$ cat src/sv/efd_pkg.sv
package efd_pkg;

  localparam logic [9:0] PHY_DEPTH = 10'd512;

  localparam logic [9:0]  RST_USABLE_LENGTH = 10'd504;
  localparam logic [10:0] RST_LOG_SIZE      = 11'd512;
  localparam logic [3:0]  RST_START_BANK    = 4'd0;
  localparam logic [4:0]  RST_BANK_COUNT    = 5'd1;

  localparam logic [1:0] REG_USABLE_LENGTH = 2'd0;
  localparam logic [1:0] REG_LOG_SIZE      = 2'd1;
  localparam logic [1:0] REG_START_BANK    = 2'd2;
  localparam logic [1:0] REG_BANK_COUNT    = 2'd3;

  localparam logic [1:0] PH_HDR1 = 2'd0;
  localparam logic [1:0] PH_HDR2 = 2'd1;
  localparam logic [1:0] PH_DATA = 2'd2;

  localparam logic [2:0] OP_NONE      = 3'd0;
  localparam logic [2:0] OP_FIN_FALSE = 3'd1;
  localparam logic [2:0] OP_HOLD      = 3'd2;
  localparam logic [2:0] OP_REPLAY    = 3'd3;
  localparam logic [2:0] OP_PARSE_IN  = 3'd4;
  localparam logic [2:0] OP_PARSE_FF  = 3'd5;
  localparam logic [2:0] OP_FIN_FLUSH = 3'd6;
  localparam logic [2:0] OP_REPORT    = 3'd7;

  typedef struct packed {
    logic       capture;
    logic [2:0] op;
  } cmd_t;

  typedef struct packed {
    logic       over_limit;
    logic       bank_done;
    logic [1:0] phase;
    logic       pos_ge_u;
    logic       byte_ff;
    logic       held_zero;
    logic       held_one;
    logic       cur_last;
    logic       will_emit;
    logic       out_free;
  } status_t;

endpackage

$ cat src/sv/efd_ctrl.sv
module efd_ctrl (
  input  logic             clk,
  input  logic             rst,
  input  logic             item_valid,
  output logic             item_stall,
  input  efd_pkg::status_t status,
  output efd_pkg::cmd_t    cmd
);

  localparam logic [2:0] S_IDLE   = 3'd0;
  localparam logic [2:0] S_PUSH   = 3'd1;
  localparam logic [2:0] S_REPLAY = 3'd2;
  localparam logic [2:0] S_PARSE  = 3'd3;
  localparam logic [2:0] S_FLUSH  = 3'd4;
  localparam logic [2:0] S_REPORT = 3'd5;

  logic [2:0] state;
  logic [2:0] state_next;
  logic [2:0] after_item;

  assign item_stall  = (state != S_IDLE);
  assign cmd.capture = item_valid && (state == S_IDLE);
  assign after_item  = status.cur_last ? S_FLUSH : S_IDLE;

  always_comb begin
    state_next = state;
    cmd.op     = efd_pkg::OP_NONE;
    unique case (state)
      S_IDLE: begin
        if (item_valid && !status.over_limit) begin
          state_next = S_PUSH;
        end
      end
      S_PUSH: begin
        if (status.bank_done) begin
          state_next = after_item;
        end else if (status.phase == efd_pkg::PH_HDR1 && status.pos_ge_u) begin
          cmd.op     = efd_pkg::OP_FIN_FALSE;
          state_next = after_item;
        end else if (status.phase == efd_pkg::PH_HDR1 && status.byte_ff) begin
          cmd.op     = efd_pkg::OP_HOLD;
          state_next = after_item;
        end else if (status.phase == efd_pkg::PH_HDR1 && !status.held_zero) begin
          state_next = S_REPLAY;
        end else begin
          state_next = S_PARSE;
        end
      end
      S_REPLAY: begin
        cmd.op = efd_pkg::OP_REPLAY;
        if (status.held_one) begin
          state_next = S_PARSE;
        end
      end
      S_PARSE: begin
        if (!status.will_emit || status.out_free) begin
          cmd.op     = efd_pkg::OP_PARSE_IN;
          state_next = after_item;
        end
      end
      S_FLUSH: begin
        if (status.bank_done) begin
          state_next = S_REPORT;
        end else if (status.phase == efd_pkg::PH_HDR1) begin
          cmd.op     = efd_pkg::OP_FIN_FLUSH;
          state_next = S_REPORT;
        end else if (!status.will_emit || status.out_free) begin
          cmd.op = efd_pkg::OP_PARSE_FF;
        end
      end
      S_REPORT: begin
        if (status.out_free) begin
          cmd.op     = efd_pkg::OP_REPORT;
          state_next = S_IDLE;
        end
      end
      default: state_next = S_IDLE;
    endcase
  end

  always_ff @(posedge clk) begin
    if (rst) begin
      state <= S_IDLE;
    end else begin
      state <= state_next;
    end
  end

endmodule

$ cat src/sv/efd_dp.sv
module efd_dp (
  input  logic             clk,
  input  logic             rst,
  input  logic             cfg_write,
  input  logic [1:0]       cfg_index,
  input  logic [10:0]      cfg_data,
  input  logic [7:0]       phys_byte,
  input  logic             bank_last,
  input  efd_pkg::cmd_t    cmd,
  output efd_pkg::status_t status,
  output logic             result_valid,
  input  logic             result_stall,
  output logic             kind,
  output logic [9:0]       log_address,
  output logic [7:0]       log_value,
  output logic             addr_error,
  output logic [3:0]       bank_index,
  output logic [9:0]       used_length,
  output logic             end_found,
  output logic [3:0]       current_bank,
  output logic             last
);

  // first k >= from whose word bit in mask is clear; 8 when none
  function automatic logic [3:0] next_sel(input logic [3:0] mask, input logic [3:0] from);
    logic [3:0] sel;
    logic       hit;
    sel = 4'd8;
    hit = 1'b0;
    for (int k = 0; k < 8; k++) begin
      if (!hit && (4'(k) >= from) && !mask[k >> 1]) begin
        sel = 4'(k);
        hit = 1'b1;
      end
    end
    return sel;
  endfunction

  logic [9:0]  usable_length;
  logic [10:0] log_size;
  logic [3:0]  start_bank;
  logic [4:0]  bank_count;

  logic [2:0]  held, held_next;
  logic [9:0]  position, position_next;
  logic [1:0]  phase, phase_next;
  logic [2:0]  fh_hi, fh_hi_next;
  logic [9:0]  base_address, base_address_next;
  logic [3:0]  word_mask, word_mask_next;
  logic [2:0]  word_index, word_index_next;
  logic [4:0]  bank_counter, bank_counter_next;
  logic        bank_done, bank_done_next;
  logic [3:0]  nonempty_bank, nonempty_bank_next;
  logic        end_flag, end_flag_next;
  logic [7:0]  cur_byte;
  logic        cur_last;

  logic [9:0]  usable_eff;
  logic        pos_ge_u;
  logic [7:0]  pbyte;
  logic [3:0]  sel;
  logic        emit;
  logic        emit_last;
  logic [9:0]  emit_addr;
  logic        load_write;
  logic        load_report;
  logic        out_free;
  logic        parse_op;

  assign usable_eff = (usable_length > efd_pkg::PHY_DEPTH) ? efd_pkg::PHY_DEPTH : usable_length;
  assign pos_ge_u   = (position >= usable_eff);
  assign pbyte      = (cmd.op == efd_pkg::OP_PARSE_IN) ? cur_byte : 8'hff;
  assign emit_addr  = base_address + {7'd0, word_index};
  assign out_free   = !result_valid || !result_stall;
  assign parse_op   = (cmd.op == efd_pkg::OP_REPLAY) || (cmd.op == efd_pkg::OP_PARSE_IN) ||
                      (cmd.op == efd_pkg::OP_PARSE_FF);

  assign status.over_limit = ({1'b0, bank_counter} >= ({2'd0, start_bank} + {1'b0, bank_count}));
  assign status.bank_done  = bank_done;
  assign status.phase      = phase;
  assign status.pos_ge_u   = pos_ge_u;
  assign status.byte_ff    = (cur_byte == 8'hff);
  assign status.held_zero  = (held == 3'd0);
  assign status.held_one   = (held == 3'd1);
  assign status.cur_last   = cur_last;
  assign status.will_emit  = (phase == efd_pkg::PH_DATA) && !bank_done;
  assign status.out_free   = out_free;

  always_comb begin
    held_next          = held;
    position_next      = position;
    phase_next         = phase;
    fh_hi_next         = fh_hi;
    base_address_next  = base_address;
    word_mask_next     = word_mask;
    word_index_next    = word_index;
    bank_counter_next  = bank_counter;
    bank_done_next     = bank_done;
    nonempty_bank_next = nonempty_bank;
    end_flag_next      = end_flag;
    sel                = 4'd8;
    emit               = 1'b0;
    emit_last          = 1'b0;
    load_report        = 1'b0;

    case (cmd.op)
      efd_pkg::OP_FIN_FALSE: begin
        bank_done_next = 1'b1;
        end_flag_next  = 1'b0;
      end
      efd_pkg::OP_HOLD: begin
        if (held == 3'd7) begin
          held_next      = 3'd0;
          bank_done_next = 1'b1;
          end_flag_next  = 1'b1;
          if (position != 10'd0) begin
            nonempty_bank_next = bank_counter[3:0];
          end
        end else begin
          held_next = held + 3'd1;
        end
      end
      efd_pkg::OP_FIN_FLUSH: begin
        held_next      = 3'd0;
        bank_done_next = 1'b1;
        end_flag_next  = !pos_ge_u;
        if (!pos_ge_u && position != 10'd0) begin
          nonempty_bank_next = bank_counter[3:0];
        end
      end
      efd_pkg::OP_REPORT: begin
        load_report        = 1'b1;
        bank_counter_next  = bank_counter + 5'd1;
        held_next          = 3'd0;
        position_next      = 10'd0;
        phase_next         = efd_pkg::PH_HDR1;
        fh_hi_next         = 3'd0;
        base_address_next  = 10'd0;
        word_mask_next     = 4'hf;
        word_index_next    = 3'd0;
        bank_done_next     = 1'b0;
        end_flag_next      = 1'b0;
      end
      default: ;
    endcase

    if (parse_op) begin
      if (cmd.op == efd_pkg::OP_REPLAY) begin
        held_next = held - 3'd1;
      end
      if (!bank_done) begin
        case (phase)
          efd_pkg::PH_HDR1: begin
            if (pos_ge_u) begin
              bank_done_next = 1'b1;
              end_flag_next  = 1'b0;
            end else begin
              position_next = position + 10'd1;
              if (pbyte[3:0] != 4'hf) begin
                base_address_next = {3'd0, pbyte[7:4], 3'd0};
                word_mask_next    = pbyte[3:0];
                sel               = next_sel(pbyte[3:0], 4'd0);
                phase_next        = sel[3] ? efd_pkg::PH_HDR1 : efd_pkg::PH_DATA;
                word_index_next   = sel[2:0];
              end else begin
                fh_hi_next = pbyte[7:5];
                phase_next = efd_pkg::PH_HDR2;
              end
            end
          end
          efd_pkg::PH_HDR2: begin
            position_next     = position + 10'd1;
            base_address_next = {pbyte[7:4], fh_hi, 3'd0};
            word_mask_next    = pbyte[3:0];
            sel               = next_sel(pbyte[3:0], 4'd0);
            phase_next        = sel[3] ? efd_pkg::PH_HDR1 : efd_pkg::PH_DATA;
            word_index_next   = sel[2:0];
          end
          default: begin
            position_next   = position + 10'd1;
            emit            = 1'b1;
            emit_last       = (cmd.op == efd_pkg::OP_PARSE_IN) && !cur_last;
            sel             = next_sel(word_mask, {1'b0, word_index} + 4'd1);
            word_index_next = sel[2:0];
            if (sel[3]) begin
              phase_next = efd_pkg::PH_HDR1;
            end
          end
        endcase
      end
    end

    if (cfg_write && cfg_index == efd_pkg::REG_START_BANK) begin
      bank_counter_next  = {1'b0, cfg_data[3:0]};
      nonempty_bank_next = cfg_data[3:0];
      held_next          = 3'd0;
      position_next      = 10'd0;
      phase_next         = efd_pkg::PH_HDR1;
      fh_hi_next         = 3'd0;
      base_address_next  = 10'd0;
      word_mask_next     = 4'hf;
      word_index_next    = 3'd0;
      bank_done_next     = 1'b0;
      end_flag_next      = 1'b0;
    end
  end

  assign load_write = emit;

  always_ff @(posedge clk) begin
    if (rst) begin
      usable_length <= efd_pkg::RST_USABLE_LENGTH;
      log_size      <= efd_pkg::RST_LOG_SIZE;
      start_bank    <= efd_pkg::RST_START_BANK;
      bank_count    <= efd_pkg::RST_BANK_COUNT;
    end else if (cfg_write) begin
      unique case (cfg_index)
        efd_pkg::REG_USABLE_LENGTH: usable_length <= cfg_data[9:0];
        efd_pkg::REG_LOG_SIZE:      log_size      <= cfg_data;
        efd_pkg::REG_START_BANK:    start_bank    <= cfg_data[3:0];
        efd_pkg::REG_BANK_COUNT:    bank_count    <= cfg_data[4:0];
        default: ;
      endcase
    end
  end

  always_ff @(posedge clk) begin
    if (rst) begin
      held          <= 3'd0;
      position      <= 10'd0;
      phase         <= efd_pkg::PH_HDR1;
      fh_hi         <= 3'd0;
      base_address  <= 10'd0;
      word_mask     <= 4'hf;
      word_index    <= 3'd0;
      bank_counter  <= {1'b0, efd_pkg::RST_START_BANK};
      bank_done     <= 1'b0;
      nonempty_bank <= efd_pkg::RST_START_BANK;
      end_flag      <= 1'b0;
      result_valid  <= 1'b0;
    end else begin
      held          <= held_next;
      position      <= position_next;
      phase         <= phase_next;
      fh_hi         <= fh_hi_next;
      base_address  <= base_address_next;
      word_mask     <= word_mask_next;
      word_index    <= word_index_next;
      bank_counter  <= bank_counter_next;
      bank_done     <= bank_done_next;
      nonempty_bank <= nonempty_bank_next;
      end_flag      <= end_flag_next;
      if (load_write || load_report) begin
        result_valid <= 1'b1;
      end else if (!result_stall) begin
        result_valid <= 1'b0;
      end
    end
  end

  always_ff @(posedge clk) begin
    if (cmd.capture) begin
      cur_byte <= phys_byte;
      cur_last <= bank_last;
    end
    if (load_write) begin
      kind         <= 1'b0;
      log_address  <= emit_addr;
      log_value    <= pbyte;
      addr_error   <= ({1'b0, emit_addr} >= log_size);
      bank_index   <= bank_counter[3:0];
      used_length  <= 10'd0;
      end_found    <= 1'b0;
      current_bank <= nonempty_bank;
      last         <= emit_last;
    end else if (load_report) begin
      kind         <= 1'b1;
      log_address  <= 10'd0;
      log_value    <= 8'd0;
      addr_error   <= 1'b0;
      bank_index   <= bank_counter[3:0];
      used_length  <= position;
      end_found    <= end_flag;
      current_bank <= nonempty_bank;
      last         <= 1'b1;
    end
  end

`ifndef SYNTHESIS
  a_no_overwrite: assert property (@(posedge clk) disable iff (rst)
    !((load_write || load_report) && result_valid && result_stall))
    else $error("result register overwritten while stalled");

  a_report_clears: assert property (@(posedge clk) disable iff (rst)
    (cmd.op == efd_pkg::OP_REPORT && !cfg_write) |=> (position == 10'd0 && !bank_done))
    else $error("bank state not cleared after report");

  a_data_word_selected: assert property (@(posedge clk) disable iff (rst)
    (phase == efd_pkg::PH_DATA) |-> !word_mask[word_index[2:1]])
    else $error("data phase on unselected word");

  a_held_not_data: assert property (@(posedge clk) disable iff (rst)
    (held != 3'd0) |-> (phase != efd_pkg::PH_DATA))
    else $error("held window bytes in data phase");
`endif

endmodule

$ cat src/sv/efuse_map_decoder.sv
// Flow: an item is captured, passes the push state, replays any held window
//   bytes (up to 7), then is parsed; a data byte's write is then registered.
// Items: a new item is taken only once the last is done; bank_last adds a
//   flush of remaining data bytes plus an end of bank report.
// Reset: registers to 504/512/0/1, bank parse restarts at bank 0, result
//   register empty.
module efuse_map_decoder (
  input  logic        clk,
  input  logic        rst,
  input  logic        cfg_write,
  input  logic [1:0]  cfg_index,
  input  logic [10:0] cfg_data,
  input  logic        item_valid,
  output logic        item_stall,
  input  logic [7:0]  phys_byte,
  input  logic        bank_last,
  output logic        result_valid,
  input  logic        result_stall,
  output logic        kind,
  output logic [9:0]  log_address,
  output logic [7:0]  log_value,
  output logic        addr_error,
  output logic [3:0]  bank_index,
  output logic [9:0]  used_length,
  output logic        end_found,
  output logic [3:0]  current_bank,
  output logic        last
);

  efd_pkg::cmd_t    cmd;
  efd_pkg::status_t status;

  efd_ctrl u_ctrl (
    .clk        (clk),
    .rst        (rst),
    .item_valid (item_valid),
    .item_stall (item_stall),
    .status     (status),
    .cmd        (cmd)
  );

  efd_dp u_dp (
    .clk          (clk),
    .rst          (rst),
    .cfg_write    (cfg_write),
    .cfg_index    (cfg_index),
    .cfg_data     (cfg_data),
    .phys_byte    (phys_byte),
    .bank_last    (bank_last),
    .cmd          (cmd),
    .status       (status),
    .result_valid (result_valid),
    .result_stall (result_stall),
    .kind         (kind),
    .log_address  (log_address),
    .log_value    (log_value),
    .addr_error   (addr_error),
    .bank_index   (bank_index),
    .used_length  (used_length),
    .end_found    (end_found),
    .current_bank (current_bank),
    .last         (last)
  );

endmodule

$ cat config.mk
export PLATFORM = sky130hd
export DESIGN_NAME = efuse_map_decoder
export DESIGN_NICKNAME = d
export VERILOG_FILES = /design/src/sv/efd_pkg.sv /design/src/sv/efd_ctrl.sv /design/src/sv/efd_dp.sv /design/src/sv/efuse_map_decoder.sv
export SDC_FILE = /design/constraint.sdc
export NUM_CORES = 1
export LEC_CHECK = 0
export BUFFER_PORTS_ARGS = -buffer_cell sky130_fd_sc_hd__buf_2
export CAP_MARGIN = 20
export CORE_MARGIN = 2
export CORE_UTILIZATION = 45
export DETAILED_ROUTE_END_ITERATION = 16
export SETUP_SLACK_MARGIN = 0.4
export SYNTH_ARGS = -nofsm -noshare
export SYNTH_HDL_FRONTEND = slang
export SYNTH_SLANG_ARGS = --single-unit
$ cat constraint.sdc
create_clock -name clk -period 9.1 [get_ports clk]
set_input_delay 0.455 -clock clk [delete_from_list [all_inputs] [get_ports clk]]
set_output_delay 0.455 -clock clk [all_outputs]
set_load 0.05 [all_outputs]
Word level (Yosys, flattened, before mapping)

Cells that the tools add are included.

$add $sub $neg: 7
$lt $le $gt $ge: 12
Equality and inequality tests: 30
Multiplexer cells: 236
Reductions and logical operators: 100

Operator list:

| cell                  | number |
|---|---|
| $mux 4                | 49 |
| $mux 10               | 13 |
| $mux 1                | 121 |
| $mux 3                | 31 |
| $logic_and 1x1->1     | 38 |
| $logic_not 1->1       | 37 |
| $mux 8                | 3 |
| $eq 3x3->1 const B    | 7 |
| $pmux 10 s2           | 1 |
| $mux 2                | 9 |
| $pmux 3 s6            | 1 |
| $ge 3x4->1 const A    | 4 |
| $pmux 4 s2            | 2 |
| $pmux 3 s5            | 1 |
| $eq 3x2->1 const B    | 4 |
| $ne 3x1->1 const B    | 4 |
| $pmux 3 s2            | 2 |
| $ge 10x11->1          | 1 |
| $add 10x1->10 const B | 1 |
| $add 10x3->10         | 1 |
| $ge 10x10->1          | 1 |
| $gt 10x10->1 const B  | 1 |
| $reduce_bool 10->1    | 1 |
| $reduce_or 2->1       | 5 |
| other kinds (25)      | 47 |

Register bits: 129
Output and inout port bits: 42

Logic depth before layout (Yosys ltp)

Word-level depth: 78
Gate-level depth with buffers: 13
Mapped depth without buffers: 12

Modules after synthesis

Synthesis repeated with hierarchy kept, for this count alone.

Cells, all modules: 751
Area, all modules: 6922.9 µm²

By module, submodules not included:

| module   | instances | cells each | area an instance (µm²) | seq. area each (µm²) |
|---|---|---|---|---|
| efd_dp   | 1         | 699        | 6506.2                 | 2892.8 |
| efd_ctrl | 1         | 52         | 416.6                  | 60.1 |

Worst setup path before layout

No wires, ideal clock.

Path kind: reg-to-reg
Start point: register u_dp.result_valid
End point: register u_dp.addr_error, enable pin
Library setup time: 0.451 ns
Arrival time: 2.649 ns
Setup slack: 5.999 ns
Cell stages (with the launch flop): 9
Clock period less this slack: 3.101 ns
Cells stage by stage: dfxtp_1 > and2_1 > clkbuf_1 > nand3_1 > a31o_2 > clkbuf_1 > nand2_1 > clkbuf_1 > nand2_1

Word-level cells in the longest chain between the ends: 12
Elaborated cells between the ends (all ways): 18

Ends and longest elaborated chain:

| item                                            | RTL line                       | RTL |
|---|---|---|
| start: declaration                              | efd_dp.sv:11                   | `output logic result_valid,` |
| start signal: assignment                        | efd_dp.sv:240                  | `result_valid <= 1'b0;` |
| start signal: assignment                        | efd_dp.sv:254                  | `result_valid <= 1'b1;` |
| start signal: assignment                        | efd_dp.sv:256                  | `result_valid <= 1'b0;` |
| $logic_not 1->1 (*)                             | efd_dp.sv:74                   | `assign out_free = !result_valid \|\| !result_stall;` |
| $logic_or 1x1->1 (*)                            | efd_dp.sv:74                   |  |
| $logic_or 1x1->1                                | efd_ctrl.sv:56, efd_ctrl.sv:67 |  |
| $mux 3                                          | efd_ctrl.sv:67                 | `end else if (!status.will_emit \|\| status.out_free) begin` |
| $mux 3                                          | efd_ctrl.sv:64                 | `end else if (status.phase == efd_pkg::PH_HDR1) begin` |
| $mux 3                                          | efd_ctrl.sv:62                 | `if (status.bank_done) begin` |
| $pmux 3 s5 (*)                                  | efd_ctrl.sv:28                 | `unique case (state)` |
| $eq 3x2->1 / $eq 3x3->1 (equally long branches) | efd_dp.sv:75                   | `assign parse_op = (cmd.op == efd_pkg::OP_REPLAY) \|\| (cmd.op == efd_pkg::OP_PARSE_IN) \|\|` |
| $logic_or 1x1->1 (2 in a row)                   | efd_dp.sv:75                   |  |
| $mux 1                                          | efd_dp.sv:147                  | `if (parse_op) begin` |
| $reduce_bool 2->1 (no line) (*)                 | n/a                            |  |
| end signal: assignment                          | efd_dp.sv:270                  | `addr_error <= ({1'b0, emit_addr} >= log_size);` |
| end: declaration                                | efd_dp.sv:16                   | `output logic addr_error,` |

Mark *: on every way between the ends. The rest lies on a longest branch, timed or not.
A chain may end at the register's enable or synchronous reset.

Worst setup path after layout

Start point: register u_dp.usable_length[6]
End point: register u_dp.position[7]

Word-level cells in the longest chain between the ends: 13
Elaborated cells between the ends (all ways): 18

Ends and longest elaborated chain:

| item                     | RTL line       | RTL |
|---|---|---|
| start: declaration       | efd_dp.sv:39   | `logic [9:0] usable_length;` |
| start signal: assignment | efd_dp.sv:212  | `usable_length <= efd_pkg::RST_USABLE_LENGTH;` |
| start signal: assignment | efd_dp.sv:218  | `efd_pkg::REG_USABLE_LENGTH: usable_length <= cfg_data[9:0];` |
| $gt 10x10->1             | efd_dp.sv:70   | `assign usable_eff = (usable_length > efd_pkg::PHY_DEPTH) ? efd_pkg::PHY_DEPTH : usable_length;` |
| $mux 10 (*)              | efd_dp.sv:70   |  |
| $ge 10x10->1 (*)         | efd_dp.sv:71   | `assign pos_ge_u = (position >= usable_eff);` |
| $logic_and 1x1->1        | efd_ctrl.sv:37 | `end else if (status.phase == efd_pkg::PH_HDR1 && status.pos_ge_u) begin` |
| $mux 3                   | efd_ctrl.sv:37 |  |
| $mux 3                   | efd_ctrl.sv:35 | `if (status.bank_done) begin` |
| $pmux 3 s5               | efd_ctrl.sv:28 |  |
| $eq 3x3->1               | efd_dp.sv:106  | `case (cmd.op)` |
| $mux 10                  | efd_dp.sv:106  |  |
| $mux 10                  | efd_dp.sv:154  | `if (pos_ge_u) begin` |
| $mux 10                  | n/a            |  |
| $mux 10                  | efd_dp.sv:151  | `if (!bank_done) begin` |
| $mux 10 (*)              | efd_dp.sv:147  |  |
| end signal: assignment   | efd_dp.sv:243  | `position <= position_next;` |
| end: declaration         | efd_dp.sv:45   | `logic [9:0] position, position_next;` |

Marked as above.

==> flow_summary.json <==
{
  "postCtsHoldBufs": 0,
  "swShare_pct": 30.3,
  "first_pass_iters": 5,
  "p_seq_share_pct": 42.4,
  "postCtsSetupBuffers": 0,
  "fin_util_pct": 53.4,
  "synth_area_leader_cell": "dfxtp_1",
  "peakVddDrop_mv": 0.127,
  "wire_per_inst_um": 17.5,
  "track_usage_pct": 22.7,
  "die_area_um2": 16100,
  "layout_common_cells": "105 x nand2_1, 92 x dfxtp_1, 68 x buf_2",
  "ys_seq_elements": 129,
  "critPathArrivalTime_ns": 4.03,
  "tightest_slew_ns": 0.952,
  "finalSetupTns_ns": 0,
  "fmax_ghz": 0.271,
  "syn-cell-area_um2": 6810,
  "antenna_found_initial": 0,
  "first_iter_violations": 448,
  "cts_made_buffers": 17,
  "worstReg2RegEnd": "u_dp.position[7]$_SDFF_PP0_",
  "critPathCaptureType": "flip-flop",
  "routed_via_density": 5.67,
  "start_util_pct": 46.5,
  "hold_viol_final": 0,
  "switchingPower_uw": 488,
  "grt_max_degree": 50,
  "synth_fp_nets": 831,
  "drive_above_1_share_pct": 14.5,
  "synth.distinct_cells": 71,
  "multi_input_area_um2": 3590,
  "use_met3_pct": 5.03,
  "root_buffer": "clkbuf_16",
  "final.period_utilization_pct": 40.5,
  "synth_edf_count": 37,
  "met1_usage_pct": 29.2,
  "p_clk_share_pct": 38.6,
  "slew_violations": 0,
  "yosysTopAreaCellShare_pct": 27.1,
  "portBuffers": 68,
  "cap_violations": 0,
  "cts.sinks": 129,
  "rrSetupSlack_ns": 5.41,
  "synth_seq_area_share_pct": 43.4,
  "met2_usage_pct": 37.1,
  "rsz0062_at_grt": "no",
  "num_rows": 44,
  "syn_inst": 758,
  "leakage_uw": 0.00323,
  "drc": 0,
  "max_slew_margin_pct": 36.4,
  "total_power_uw": 1610,
  "dp_hpwl_um": 13100,
  "busiest_layer": "met2",
  "synthArstFlopShare_pct": 0,
  "place_area_um2": 7260,
  "htree_levels": 4,
  "reg2regPathDepth": 11,
  "cts_tree": "yes",
  "nets": 886,
  "place_congestion": 0.868,
  "n_antenna_cell": 0,
  "holdPathStages": 1,
  "wl_um": 17700,
  "ios": 69,
  "cellPowerDensity_nw_per_um2": 206,
  "num_vias": 5729,
  "synth_ff_type": "dfxtp_1",
  "core_um2": 14600,
  "comb_power_share_pct": 19.1,
  "regArea_um2": 2950,
  "rr_startpoint": "u_dp.usable_length[6]$_SDFFE_PP1P_",
  "crit_required_ns": 9.44,
  "grt_pass1_vias": 5514,
  "skew_ns": 0.00566,
  "cts_buffer_depth": 2,
  "cts_resized": 0,
  "status": "completed",
  "synth.avg_cell_area_um2": 8.98,
  "hold-path-endpoint": "u_dp.cur_byte[1]$_DFFE_PP_",
  "insertion_delay_ns": 0.42,
  "grt_pass1_wl_um": 28700,
  "final_common_cell": "nand2_1",
  "die_h_um": 127,
  "p_int_uw": 1120,
  "syn_to_final_growth_pct": 14.8,
  "postRouteAntennaNets": 0,
  "min-delay-start": "phys_byte[1]",
  "crit_fanout": 8,
  "path_clk_slew_ns": 0.06,
  "yosysWarnings": 0,
  "setup_viol": 0,
  "fillers": 1366,
  "fin_crit_ns": 3.69,
  "die_w_um": 127,
  "grt_overflow_total": 0,
  "synth_area_leaders": "dfxtp_1 27%, edfxtp_1 16%, ha_1 8.1%, nand2_1 5.8%, a21oi_1 4.6%",
  "min_path_type": "in2reg",
  "path_class": "reg2reg",
  "final_cell_area_um2": 7810,
  "cp-start-kind": "flip-flop"
}
==> power by group through the flow <==
stage	clock network (uW)	logic, uW	registers (uW)
global placement	0	298	691
detailed placement	0	304	693
CTS	634	306	681
floorplan	0	235	680
finish	622	308	682
global route	659	340	688
==> routing by layer <==
metal  vias to the layer above  wire [um]
met5                         -          0
met4                         0        400
met3                        29        932
met2                       151       8530
met1                      2723       7840
li1                       2826          -
==> through the flow <==
step           cells  worst slack (ns)  hold WS, ns
6_report        1010              5.41        0.212
3_5_place_dp     977              5.54        0.448
5_1_grt         1010              5.14        0.198
3_3_place_gp     976              5.76        0.441
4_1_cts         1009              5.46        0.195
2_1_floorplan    758              6.00        0.408
==> area by class of cell <==
| class | instances | share of cell area [%] |
|---|---|---|
| inverter | 29 | 1.39 |
| sequential | 129 | 37.8 |
| multi-input combinational | 563 | 46.0 |
| tap | 184 | 2.95 |
| clock buffer | 27 | 6.58 |
| clock inverter | 5 | 0.352 |
| timing repair buffer | 73 | 4.93 |
==> critical path: stages (launching register included) <==
cell,delay (ns)
dfxtp_1,0.32
nor4_1,0.27
nand2_1,0.10
o41ai_1,0.39
nand2_1,0.11
ha_1,0.28
nand4_1,0.13
o41ai_2,0.71
o21ai_1,0.36
a21oi_1,0.61
o21ai_0,0.20
o21ai_0,0.11
==> how the worst max path moves through the flow <==
stage / start / to
floorplan: u_dp.result_valid$_SDFFE_PP0P_ / u_dp.addr_error$_SDFFCE_PN0P_
CTS: u_dp.usable_length[5]$_SDFFE_PP1P_ / u_dp.position[7]$_SDFF_PP0_
detailed placement: u_dp.usable_length[5]$_SDFFE_PP1P_ / u_dp.position[7]$_SDFF_PP0_
global placement: u_dp.usable_length[5]$_SDFFE_PP1P_ / u_dp.nonempty_bank[2]$_SDFFE_PP0P_
finish: u_dp.usable_length[6]$_SDFFE_PP1P_ / u_dp.position[7]$_SDFF_PP0_
global route: u_dp.usable_length[6]$_SDFFE_PP1P_ / u_dp.position[7]$_SDFF_PP0_
==> sequential cells by signal, indices dropped and copies added (netlist names), 3 cells and up <==
register / count
u_ctrl.state: 3
u_dp.bank_count: 5
u_dp.bank_counter: 5
u_dp.bank_index: 4
u_dp.base_address: 10
u_dp.cur_byte: 8
u_dp.current_bank: 4
u_dp.fh_hi: 3
u_dp.held: 3
u_dp.log_address: 10
u_dp.log_size: 11
u_dp.log_value: 8
u_dp.nonempty_bank: 4
u_dp.position: 10
u_dp.start_bank: 4
u_dp.usable_length: 10
u_dp.used_length: 10
u_dp.word_index: 3
u_dp.word_mask: 4
==> kinds of logic after synthesis <==
family	after synthesis	share of synthesized area (%)
AND/OR/NAND/NOR	304	22.2
adder cells (fa/ha/maj)	46	8.68
flip-flops	129	43.4
multiplexers	14	2.15
buffers and inverters	66	3.93
XOR/XNOR	18	2.32
AO/OA/AOI/OAI	181	17.3
==> synth_stat cells, drive strengths merged (5+ instances only) <==
library cell	count
nand4	9
edfxtp	37
nor4	9
o211ai	6
a31oi	8
nor2b	13
xnor2	8
a22o	6
ha	44
nand3	26
and2	12
nor3	8
mux2	5
dfxtp	92
or2	5
nor3b	5
o21a	8
clkbuf	26
nor2	65
o21ai	37
nand2b	10
a21oi	62
inv	28
and3	20
xor2	10
mux2i	9
buf	11
a211o	8
nand2	105
a21o	10
Power figures use the tool's default switching activity.
